[src/sv/acls_pkg.sv]
package acls_pkg;

   localparam logic [31:0] TAG_NONE = 32'hFFFF_FFFF;

   typedef enum logic [1:0] {
      CMD_FIND   = 2'd0,
      CMD_LOOKUP = 2'd1,
      CMD_ALLOC  = 2'd2,
      CMD_PLACE  = 2'd3
   } cmd_type;

   typedef enum logic [2:0] {
      COH_NONE       = 3'd0,
      COH_EXCLUSIVE  = 3'd1,
      COH_SHARED     = 3'd2,
      COH_SHARED_MOD = 3'd3,
      COH_MODIFIED   = 3'd4
   } coh_type;

   typedef struct packed {
      logic [31:0] tag;
      logic [31:0] word;
      logic [2:0]  state;
      logic        valid;
   } line_type;

   localparam line_type RESET_LINE = '{tag: TAG_NONE, word: 32'd0,
                                       state: COH_NONE, valid: 1'b0};

   typedef enum logic [1:0] {
      FSM_IDLE,
      FSM_SCAN,
      FSM_FINISH
   } fsm_type;

   // controller to datapath
   typedef struct packed {
      logic start;
      logic scan;
      logic commit;
   } ctl_type;

   // datapath to controller
   typedef struct packed {
      logic done;
      logic out_free;
   } sts_type;

endpackage

[src/sv/acls_ctrl.sv]
module acls_ctrl
   import acls_pkg::*;
(
   input  logic    clock,
   input  logic    reset,
   input  logic    req_valid,
   output logic    req_stall,
   input  sts_type sts,
   output ctl_type ctl
);

   fsm_type state_ff;
   fsm_type state_in;

   always_ff @(posedge clock) begin
      if (reset) begin
         state_ff <= FSM_IDLE;
      end else begin
         state_ff <= state_in;
      end
   end

   always_comb begin
      state_in = state_ff;
      case (state_ff)
         FSM_IDLE: begin
            if (req_valid) state_in = FSM_SCAN;
         end
         FSM_SCAN: begin
            if (sts.done) state_in = FSM_FINISH;
         end
         FSM_FINISH: begin
            if (sts.out_free) state_in = FSM_IDLE;
         end
         default: state_in = FSM_IDLE;
      endcase
   end

   always_comb begin
      ctl       = '0;
      req_stall = 1'b1;
      case (state_ff)
         FSM_IDLE: begin
            req_stall = 1'b0;
            ctl.start = req_valid;
         end
         FSM_SCAN: begin
            ctl.scan = 1'b1;
         end
         FSM_FINISH: begin
            ctl.commit = sts.out_free;
         end
         default: begin
            req_stall = 1'b1;
         end
      endcase
   end

endmodule

[src/sv/acls_dp.sv]
module acls_dp
   import acls_pkg::*;
#(
   parameter int LINES = 16
) (
   input  logic        clock,
   input  logic        reset,
   input  ctl_type     ctl,
   output sts_type     sts,
   input  logic [1:0]  req_cmd,
   input  logic [31:0] req_tag_in,
   input  logic [31:0] req_data_in,
   input  logic [2:0]  req_state_in,
   input  logic        req_valid_in,
   output logic        rsp_valid,
   input  logic        rsp_stall,
   output logic        rsp_hit,
   output logic [31:0] rsp_tag_out,
   output logic [31:0] rsp_data_out,
   output logic [2:0]  rsp_state_out,
   output logic        rsp_valid_out,
   output logic [3:0]  rsp_slot,
   output logic        rsp_place_error
);

   localparam int IW = (LINES > 1) ? $clog2(LINES) : 1;
   localparam int CW = $clog2(LINES + 1);

   line_type         mem [LINES];
   logic [LINES-1:0] wr_ff;

   cmd_type          cmd_ff;
   line_type         req_ff;

   logic [CW-1:0]    issue_ff;
   logic             pend_ff;
   line_type         rd_line_ff;
   logic             rd_ok_ff;
   logic [IW-1:0]    rd_idx_ff;

   logic             found_ff;
   logic [IW-1:0]    idx_ff;
   line_type         line_ff;

   logic             out_valid_ff;
   logic             hit_ff;
   line_type         out_line_ff;
   logic [3:0]       slot_ff;
   logic             err_ff;

   logic             issue_more;
   line_type         rd_eff;
   logic             match;
   logic             last;
   logic             hit_now;
   logic             miss_now;
   logic             wr_en;
   logic [IW+3:0]    idx_ext;
   logic             hit_in;
   line_type         out_line_in;
   logic [3:0]       slot_in;
   logic             err_in;

   assign issue_more = (issue_ff < CW'(LINES));
   assign rd_eff     = rd_ok_ff ? rd_line_ff : RESET_LINE;
   assign last       = (rd_idx_ff == IW'(LINES - 1));

   always_comb begin
      case (cmd_ff)
         CMD_FIND:   match = (rd_eff.tag == req_ff.tag) && (rd_eff.state != COH_NONE);
         CMD_LOOKUP: match = (rd_eff.tag == req_ff.tag);
         CMD_ALLOC:  match = !rd_eff.valid;
         CMD_PLACE:  match = (rd_eff.tag == req_ff.tag);
         default:    match = 1'b0;
      endcase
   end

   assign hit_now  = ctl.scan && pend_ff && match;
   assign miss_now = ctl.scan && pend_ff && !match && last;

   assign sts.done     = hit_now || miss_now;
   assign sts.out_free = !out_valid_ff || !rsp_stall;

   assign wr_en   = (cmd_ff == CMD_ALLOC) || ((cmd_ff == CMD_PLACE) && found_ff);
   assign idx_ext = {4'd0, idx_ff};

   always_comb begin
      hit_in      = 1'b0;
      out_line_in = RESET_LINE;
      slot_in     = 4'd0;
      err_in      = 1'b0;
      case (cmd_ff)
         CMD_FIND, CMD_LOOKUP: begin
            if (found_ff) begin
               hit_in      = 1'b1;
               out_line_in = line_ff;
            end
         end
         CMD_ALLOC: begin
            slot_in = idx_ext[3:0];
         end
         CMD_PLACE: begin
            if (found_ff) slot_in = idx_ext[3:0];
            else          err_in  = 1'b1;
         end
         default: begin
            hit_in = 1'b0;
         end
      endcase
   end

   // capture the request
   always_ff @(posedge clock) begin
      if (ctl.start) begin
         cmd_ff <= cmd_type'(req_cmd);
         req_ff <= '{tag: req_tag_in, word: req_data_in,
                     state: req_state_in, valid: req_valid_in};
      end
   end

   // scan control
   always_ff @(posedge clock) begin
      if (reset) begin
         issue_ff <= '0;
         pend_ff  <= 1'b0;
      end else if (ctl.start) begin
         issue_ff <= '0;
         pend_ff  <= 1'b0;
      end else if (ctl.scan) begin
         if (issue_more) issue_ff <= issue_ff + CW'(1);
         pend_ff <= issue_more && !sts.done;
      end
   end

   // line store; unwritten lines read as the reset line
   always_ff @(posedge clock) begin
      if (ctl.scan && issue_more) begin
         rd_line_ff <= mem[issue_ff[IW-1:0]];
         rd_ok_ff   <= wr_ff[issue_ff[IW-1:0]];
         rd_idx_ff  <= issue_ff[IW-1:0];
      end
      if (ctl.commit && wr_en) begin
         mem[idx_ff] <= req_ff;
      end
   end

   always_ff @(posedge clock) begin
      if (reset) begin
         wr_ff <= '0;
      end else if (ctl.commit && wr_en) begin
         wr_ff[idx_ff] <= 1'b1;
      end
   end

   // hold the scan outcome
   always_ff @(posedge clock) begin
      if (hit_now) begin
         found_ff <= 1'b1;
         idx_ff   <= rd_idx_ff;
         line_ff  <= rd_eff;
      end else if (miss_now) begin
         found_ff <= 1'b0;
         idx_ff   <= '0;
         line_ff  <= RESET_LINE;
      end
   end

   // result register
   always_ff @(posedge clock) begin
      if (reset) begin
         out_valid_ff <= 1'b0;
      end else if (ctl.commit) begin
         out_valid_ff <= 1'b1;
      end else if (!rsp_stall) begin
         out_valid_ff <= 1'b0;
      end
   end

   always_ff @(posedge clock) begin
      if (ctl.commit) begin
         hit_ff      <= hit_in;
         out_line_ff <= out_line_in;
         slot_ff     <= slot_in;
         err_ff      <= err_in;
      end
   end

   assign rsp_valid       = out_valid_ff;
   assign rsp_hit         = hit_ff;
   assign rsp_tag_out     = out_line_ff.tag;
   assign rsp_data_out    = out_line_ff.word;
   assign rsp_state_out   = out_line_ff.state;
   assign rsp_valid_out   = out_line_ff.valid;
   assign rsp_slot        = slot_ff;
   assign rsp_place_error = err_ff;

endmodule

[src/sv/assoc_cache_line_store.sv]
// Fully associative line store with LINES entries of tag, data, coherence
// state and valid bit.
// req_ channel: one command item (find, lookup, allocate, place) with the
// line fields; accepted when req_valid is high and req_stall is low.
// rsp_ channel: exactly one result item per command, in command order.
// Each command walks the lines one per cycle through a registered memory
// read port, stopping at the first match. The outcome is held, then the
// result is committed to the output register together with any line write,
// and only then is a new command accepted. The result sits in an output
// register, so a new command is accepted while an earlier result is still
// waiting.
// If rsp_stall holds the output register full, the finishing command waits
// (and its line write with it) until the register drains.
// Reset is synchronous: every line reads as tag all ones, data zero, state
// none and valid zero right after reset, with no clearing pass; the output
// register is emptied.
module assoc_cache_line_store
   import acls_pkg::*;
#(
   parameter int LINES = 16
) (
   input  logic        clock,
   input  logic        reset,
   input  logic        req_valid,
   output logic        req_stall,
   input  logic [1:0]  req_cmd,
   input  logic [31:0] req_tag_in,
   input  logic [31:0] req_data_in,
   input  logic [2:0]  req_state_in,
   input  logic        req_valid_in,
   output logic        rsp_valid,
   input  logic        rsp_stall,
   output logic        rsp_hit,
   output logic [31:0] rsp_tag_out,
   output logic [31:0] rsp_data_out,
   output logic [2:0]  rsp_state_out,
   output logic        rsp_valid_out,
   output logic [3:0]  rsp_slot,
   output logic        rsp_place_error
);

   ctl_type ctl;
   sts_type sts;

   acls_ctrl u_ctrl (
      .clock     (clock),
      .reset     (reset),
      .req_valid (req_valid),
      .req_stall (req_stall),
      .sts       (sts),
      .ctl       (ctl)
   );

   acls_dp #(
      .LINES (LINES)
   ) u_dp (
      .clock           (clock),
      .reset           (reset),
      .ctl             (ctl),
      .sts             (sts),
      .req_cmd         (req_cmd),
      .req_tag_in      (req_tag_in),
      .req_data_in     (req_data_in),
      .req_state_in    (req_state_in),
      .req_valid_in    (req_valid_in),
      .rsp_valid       (rsp_valid),
      .rsp_stall       (rsp_stall),
      .rsp_hit         (rsp_hit),
      .rsp_tag_out     (rsp_tag_out),
      .rsp_data_out    (rsp_data_out),
      .rsp_state_out   (rsp_state_out),
      .rsp_valid_out   (rsp_valid_out),
      .rsp_slot        (rsp_slot),
      .rsp_place_error (rsp_place_error)
   );

endmodule

[config.mk]
export PLATFORM = sky130hd
export DESIGN_NAME = assoc_cache_line_store
export DESIGN_NICKNAME = d
export VERILOG_FILES = /design/src/sv/acls_pkg.sv /design/src/sv/acls_ctrl.sv /design/src/sv/acls_dp.sv /design/src/sv/assoc_cache_line_store.sv
export SDC_FILE = /design/constraint.sdc
export NUM_CORES = 1
export LEC_CHECK = 0
export ABC_AREA = 1
export BUFFER_PORTS_ARGS = -buffer_cell sky130_fd_sc_hd__buf_2
export CAP_MARGIN = 10
export CORE_MARGIN = 2
export CORE_UTILIZATION = 25
export CTS_CLUSTER_SIZE = 30
export DETAILED_ROUTE_END_ITERATION = 8
export PLACE_DENSITY_LB_ADDON = 0.05
export SLEW_MARGIN = 10
export SYNTH_ARGS = -nofsm -noshare
export SYNTH_HDL_FRONTEND = slang
export SYNTH_HIERARCHICAL = 1
export SYNTH_SLANG_ARGS = --single-unit
export TNS_END_PERCENT = 50
[constraint.sdc]
create_clock -name clock -period 30.8 [get_ports clock]
set_clock_uncertainty 0.1 [all_clocks]
set_input_delay 3.08 -clock clock [delete_from_list [all_inputs] [get_ports clock]]
set_output_delay 3.08 -clock clock [all_outputs]
set_load 0.03 [all_outputs]
==> results.cfg, run 1 <==
[hold_path]
hold_class = reg2reg

[pwr]
p_leak_uw = 0.0204
ir_drop_v = 0.0000565
p_per_area_mw_per_mm2 = 67.3

[global_route]
grt_max_degree = 178
grt_pass1_vias = 31800
antenna_found_initial = 7
grt_first_pass_wirelength_um = 245000
grt-ovfl-total = 0
grtUsageTotal = 0.156

[floorplanning]
core_region_area_mm2 = 0.213
dieHeight_um = 467
dieArea_mm2 = 0.218
die_w_um = 467
ios = 150
num_rows = 169
start_util = 0.252

[timing]
finalSetupTns_ns = 0
post-route-period-util = 0.195
tightestPinTransition_ns = 1.18
timing.final.crit_period_ns = 6.01
hold_viol = 0
setup_viol = 0
maxSlewViolCount = 0
slew_headroom = 0.211
rsz0062_at_grt = false
fmax_mhz = 166

[setup_path]
r2r_cells = 12
crit-reg2reg-launch = u_dp/rd_ok_ff
required_ns = 31.12
crit_start = rsp_stall
cp-start-kind = input port
cp-endpoint = u_dp/mem[12][45]
crit_arrival_ns = 6.33
rrSetupSlack_ns = 26.12
cp_max_fo = 45
worstSetupEndpointType = register
critPathKind = in2reg
reg2reg_to = u_dp/line_ff[28]

[place]
portBuffers = 149
place_congestion = 0.700
placed_area_mm2 = 0.0577
dp_cells = 6534
place_hpwl_um = 93500

[synth]
synth_warnings = 6
synth.distinct_cells = 30
ys_seq_area_frac = 0.782
ys_top_cells_by_area = edfxtp_1, nor2_1, o21ai_0, o32ai_1, mux2i_1
syn_nets = 3793
ys_top_cells_by_count = edfxtp_1, nor2_1, o21ai_0
synth_area_leader_cell = edfxtp_1
synthFlopType = edfxtp_1
syn_area_mm2 = 0.0536
synth_cells = 3718
synth_top_area_frac = 0.772
synthArstFlopShare = 0
synth_edf_count = 1377
avgSynthCellArea_um2 = 14.4
synth_most_common_cell = edfxtp_1
synth_seq_cells = 1403

[clock_tree]
cts_made_buffers = 171
insertion_delay_ns = 0.82
cts_tree = done
ctsHoldBuffers = 0
postCtsResizedCells = 0
cts_sinks = 1403
post-cts-setup-buffer-count = 0
root_buffer = clkbuf_16
cts.reportedPaths.clkPinSlew_ns = 0.05
clock_path_buffers = 3
htreeDepth = 4

[route]
wl_um = 171000
firstDrtPassIters = 5
ant_nets = 0
vias = 30600
avgViaCountPerCell = 4.48
initialDrtViolationCount = 2119
wl_per_cell_um = 25.0
drc = 0

[job]
drv_cap = 0

[run_status]
status = completed

[finish]
nets = 3961
fin_cells = 6845
layout-drive-gt1-share = 0.128
final_cell_area_mm2 = 0.0630
syn_to_final_growth_pct = 17.6
==> worst max-delay path, cell delays in order <==
cell and delay [ns]:
buf_2 0.10, nand2_1 0.09, inv_1 0.07, nor3_2 0.24, inv_1 0.17, nor4_1 0.42
inv_1 0.26, nor2_4 0.93, buf_4 0.90
==> flip-flops by register name, indices dropped and copies added (netlist names), 5 cells and up <==
register and count:
u_dp/rsp_data_out 32, u_dp/wr_ff 16, u_dp/rd_line_ff 68, u_dp/rsp_tag_out 32, u_dp/req_ff 68, u_dp/line_ff 68
u_dp/mem 1088, u_dp/issue_ff 5
==> how the worst min path moves through the flow <==
stage	start	endpoint	slack (ns)	cells after the start
after detailed placement	u_dp/wr_ff[2]	u_dp/wr_ff[2]	0.36	2
after CTS	u_dp/wr_ff[2]	u_dp/wr_ff[2]	0.37	2
after global routing	u_dp/pend_ff	u_dp/pend_ff	0.40	2
after floorplan	u_dp/issue_ff[2]	u_dp/rd_idx_ff[2]	0.33	0
final	u_dp/wr_ff[2]	u_dp/wr_ff[2]	0.37	2
after global placement	u_dp/pend_ff	u_dp/pend_ff	0.36	2
==> metal layers <==
| layer | track usage | vias to the layer above | share of wire |
|---|---|---|---|
| met5 | 0 | - | 0.000094 |
| met4 | 0.0407 | 2 | 0.021 |
| met3 | 0.0227 | 209 | 0.028 |
| met2 | 0.259 | 467 | 0.48 |
| met1 | 0.212 | 15800 | 0.47 |
| li1 | - | 14200 | - |
==> layout make-up <==
cell class | count | area [um^2]
clock buffer | 229 | 4590
clock inverter | 81 | 661
inverter | 152 | 593
antenna | 1 | 2.50
fill | 21400 | 150000
tap | 2821 | 3530
sequential | 1403 | 41900
multi-input combinational | 1931 | 10300
timing repair buffer | 227 | 1380
==> where the power goes <==
group	leakage [uW]	switching, uW	internal (uW)	total (uW)
Clock	0.00257	820	1100	1920
Sequential	0.0127	31.3	2120	2150
Combinational	0.00515	117	46.8	163
==> cells by family after synthesis <==
| logic type | Yosys count | synth area share |
|---|---|---|
| flops | 1403 | 0.782 |
| mux | 110 | 0.0206 |
| simple gates | 1206 | 0.0910 |
| compound gates | 614 | 0.0784 |
| fa+ha+maj | 1 | 0.000234 |
| buf+inv | 384 | 0.0282 |
==> layout by cell type, fill, tap and decap left out, types with 5 or more instances in the layout <==
cell type / Yosys / routed
clkinv_2: 0 / 24
nor2_4: 0 / 18
nand2_1: 249 / 248
or2_2: 32 / 32
o32ai_1: 166 / 166
clkinv_1: 3 / 39
dfxtp_1: 26 / 23
o21ai_0: 296 / 296
inv_6: 0 / 7
clkbuf_8: 0 / 5
clkbuf_16: 0 / 173
nor2_1: 760 / 742
inv_1: 146 / 143
o211ai_1: 28 / 28
edfxtp_1: 1377 / 1377
clkbuf_1: 166 / 51
buf_2: 36 / 149
o21bai_1: 6 / 6
nand3_1: 134 / 134
bufinv_16: 0 / 7
o221ai_1: 110 / 110
a21oi_1: 6 / 6
buf_4: 6 / 74
nand3b_1: 18 / 18
mux2i_1: 110 / 110
==> stage by stage <==
stage	utilization	worst slack, ns	hold WS, ns	power [uW]
2_1_floorplan	-	17.98	0.328	2270
3_3_place_gp	0.272	23.87	0.355	2360
3_5_place_dp	0.272	23.88	0.357	2360
4_1_cts	0.296	24.76	0.369	4330
5_1_grt	0.296	24.67	0.398	4400
6_report	0.296	24.79	0.367	4240
Power figures use the tool's default switching activity.
==> run 2, diff against run 1 <==
Clock period 30.8 ns to 5.4 ns, I/O delays scaled along.
==> run 2 against run 1 <==
Compared with the run above:
- non-clock buffer count rose by 68
- via count increased by 2.3%
- register-to-register slack worse by 24 ns
- first-iteration DRC count increased by 2.5%
- clock power grew to 5.6 times the previous value
- die area is the same
- core utilization increased by 0.44 points
==> results.cfg, run 2 (synthesis results as in run 1) <==
[run_status]
status = completed

[timing]
holdWs_ns = 0.0656
hold_viol = 0
slew_headroom = 0.182
timing.final.crit_period_ns = 3.75
maxSlewViolCount = 0
setup_viol = 0
rsz0062_at_grt = false
fmax_mhz = 267
finalSetupTns_ns = 0
post-route-period-util = 0.694
tightestPinTransition_ns = 1.22

[place]
place_congestion = 0.703
placed_area_mm2 = 0.0581
portBuffers = 149
place_hpwl_um = 88500

[hold_path]
min-delay-start = reset
holdPathEnd = u_ctrl/state_ff[0]
holdPathStages = 2
hold_class = in2reg

[clock_tree]
root_buffer = clkbuf_16
insertion_delay_ns = 0.80
htreeDepth = 4
cts_made_buffers = 171
clock_path_buffers = 3
cts.reportedPaths.clkPinSlew_ns = 0.05
postCtsResizedCells = 0
cts_tree = done
cts_sinks = 1403

[setup_path]
crit_arrival_ns = 4.08
worstSetupEndpointType = register
crit_slowest_cell = buf_4
critPathKind = reg2reg
slowest_delay_ns = 0.42
rrSetupSlack_ns = 1.65
cp-start-kind = register
path_cells = buf_4 -> inv_2 -> o21bai_1 -> nand4_1 -> nor2_1 -> nand2_1 -> nor2_1 -> nand2_1 -> nand2_2 -> nand3_1 -> nand2_4 -> buf_4
required_ns = 5.73
cp_max_fo = 35
crit-reg2reg-launch = u_dp/rd_ok_ff
reg2reg_to = u_dp/line_ff[19]
r2r_cells = 12

[route]
wl_um = 174000
initialDrtViolationCount = 2173
avgViaCountPerCell = 4.54
vias = 31300
ant_nets = 0
drc = 0
firstDrtPassIters = 5
wl_per_cell_um = 25.2

[finish]
seq_area_mm2 = 0.0419
largest_reg_flops = 1088
final_cell_area_mm2 = 0.0639
fill_cells = 21300
syn_to_final_growth_pct = 19.3
final_common_cell = edfxtp_1
layout_common_cells = edfxtp_1, nor2_1, o21ai_0
nets = 4029
multi_input_area_mm2 = 0.0104
regMostFlops = u_dp/mem
layout-drive-gt1-share = 0.124

[pwr]
p_leak_uw = 0.0207
ir_drop_v = 0.000320
combPwrFrac = 0.038
p_sw_frac = 0.227
p_clk_frac = 0.448
power_frac_seq = 0.513
p_sw_uw = 5430
internal_power_uw = 18500
p_per_area_mw_per_mm2 = 374

[global_route]
grt_max_degree = 152
antenna_found_initial = 14
grt_first_pass_wirelength_um = 246000
grtUsageTotal = 0.158
grt-ovfl-total = 0
grt_pass1_vias = 31900

[floorplanning]
start_util = 0.252
dieHeight_um = 467
core_region_area_mm2 = 0.213
num_rows = 169
dieArea_mm2 = 0.218
ios = 150
die_w_um = 467

[job]
drv_cap = 0
==> run 2: changes by cell type in the layout (fill, tap and decap cells not counted), sizes merged <==
cell	change
inv	+5
dlygate4sd3	+72
buf	-4
diode	+2
clkbuf	-10
bufinv	-1
clkinv	-5
==> run 2: worst max path at each step <==
stage | slack, ns | depth (start not counted) | startpoint | endpoint
floorplan | -0.09 | 7 | rsp_stall | u_dp/mem[13][0]
global placement | 1.65 | 12 | u_dp/rd_ok_ff | u_dp/line_ff[23]
detailed placement | 1.57 | 12 | u_dp/rd_ok_ff | u_dp/line_ff[22]
CTS | 1.56 | 12 | u_dp/rd_ok_ff | u_dp/line_ff[23]
global route | 1.37 | 12 | u_dp/rd_ok_ff | u_dp/line_ff[21]
finish | 1.65 | 12 | u_dp/rd_ok_ff | u_dp/line_ff[19]
==> run 2: area by class of cell <==
| class | count | share of cell area |
|---|---|---|
| Antenna cell | 3 | 0.000117 |
| Clock buffer | 219 | 0.0698 |
| Clock inverter | 80 | 0.00957 |
| Inverter | 152 | 0.00930 |
| Multi-Input combinational cell | 1931 | 0.162 |
| Sequential cell | 1403 | 0.655 |
| Tap cell | 2821 | 0.0552 |
| Timing Repair Buffer | 295 | 0.0387 |
==> run 2: metrics by stage <==
stage | worst slack [ns] | instances | total power [uW] | utilization
4_1_cts | 1.56 | 6901 | 24400 | 0.301
3_5_place_dp | 1.57 | 6530 | 13400 | 0.273
3_3_place_gp | 1.65 | 6530 | 13400 | 0.273
5_1_grt | 1.37 | 6903 | 24800 | 0.301
6_report | 1.65 | 6904 | 23900 | 0.301
2_1_floorplan | -0.0863 | 3718 | 13000 | -
==> run 2: what timing repair did <==
action | in CTS | in global routing
hold buffers | 72 | 0
buffers inserted | 0 | 0
endpoints found under the hold margin | 72 | 0
==> run 2: worst max-delay path, delay by kind of cell (launching register included) <==
family,cells,cell delay (ns)
AOI/OAI and AO/OA,1,0.22
buffers and inverters,3,1.14
DFF,1,0.35
and+or+nand+nor,8,1.49
==> run 2: routing by layer <==
metal | part of all wire | up-vias | wire (um) | global-route usage
met1 | 0.47 | 16200 | 81200 | 0.217
met2 | 0.48 | 554 | 82800 | 0.260
met4 | 0.023 | 0 | 3970 | 0.0421
met5 | 0 | - | 0 | 0
met3 | 0.033 | 218 | 5700 | 0.0233
li1 | - | 14300 | - | -
==> run 2: power groups by stage <==
stage	registers (uW)	logic (uW)	clock network [uW]
floorplan	12400	569	0
global placement	12500	915	0
detailed placement	12500	906	0
CTS	12300	951	11100
global route	12300	1030	11500
finish	12300	913	10700
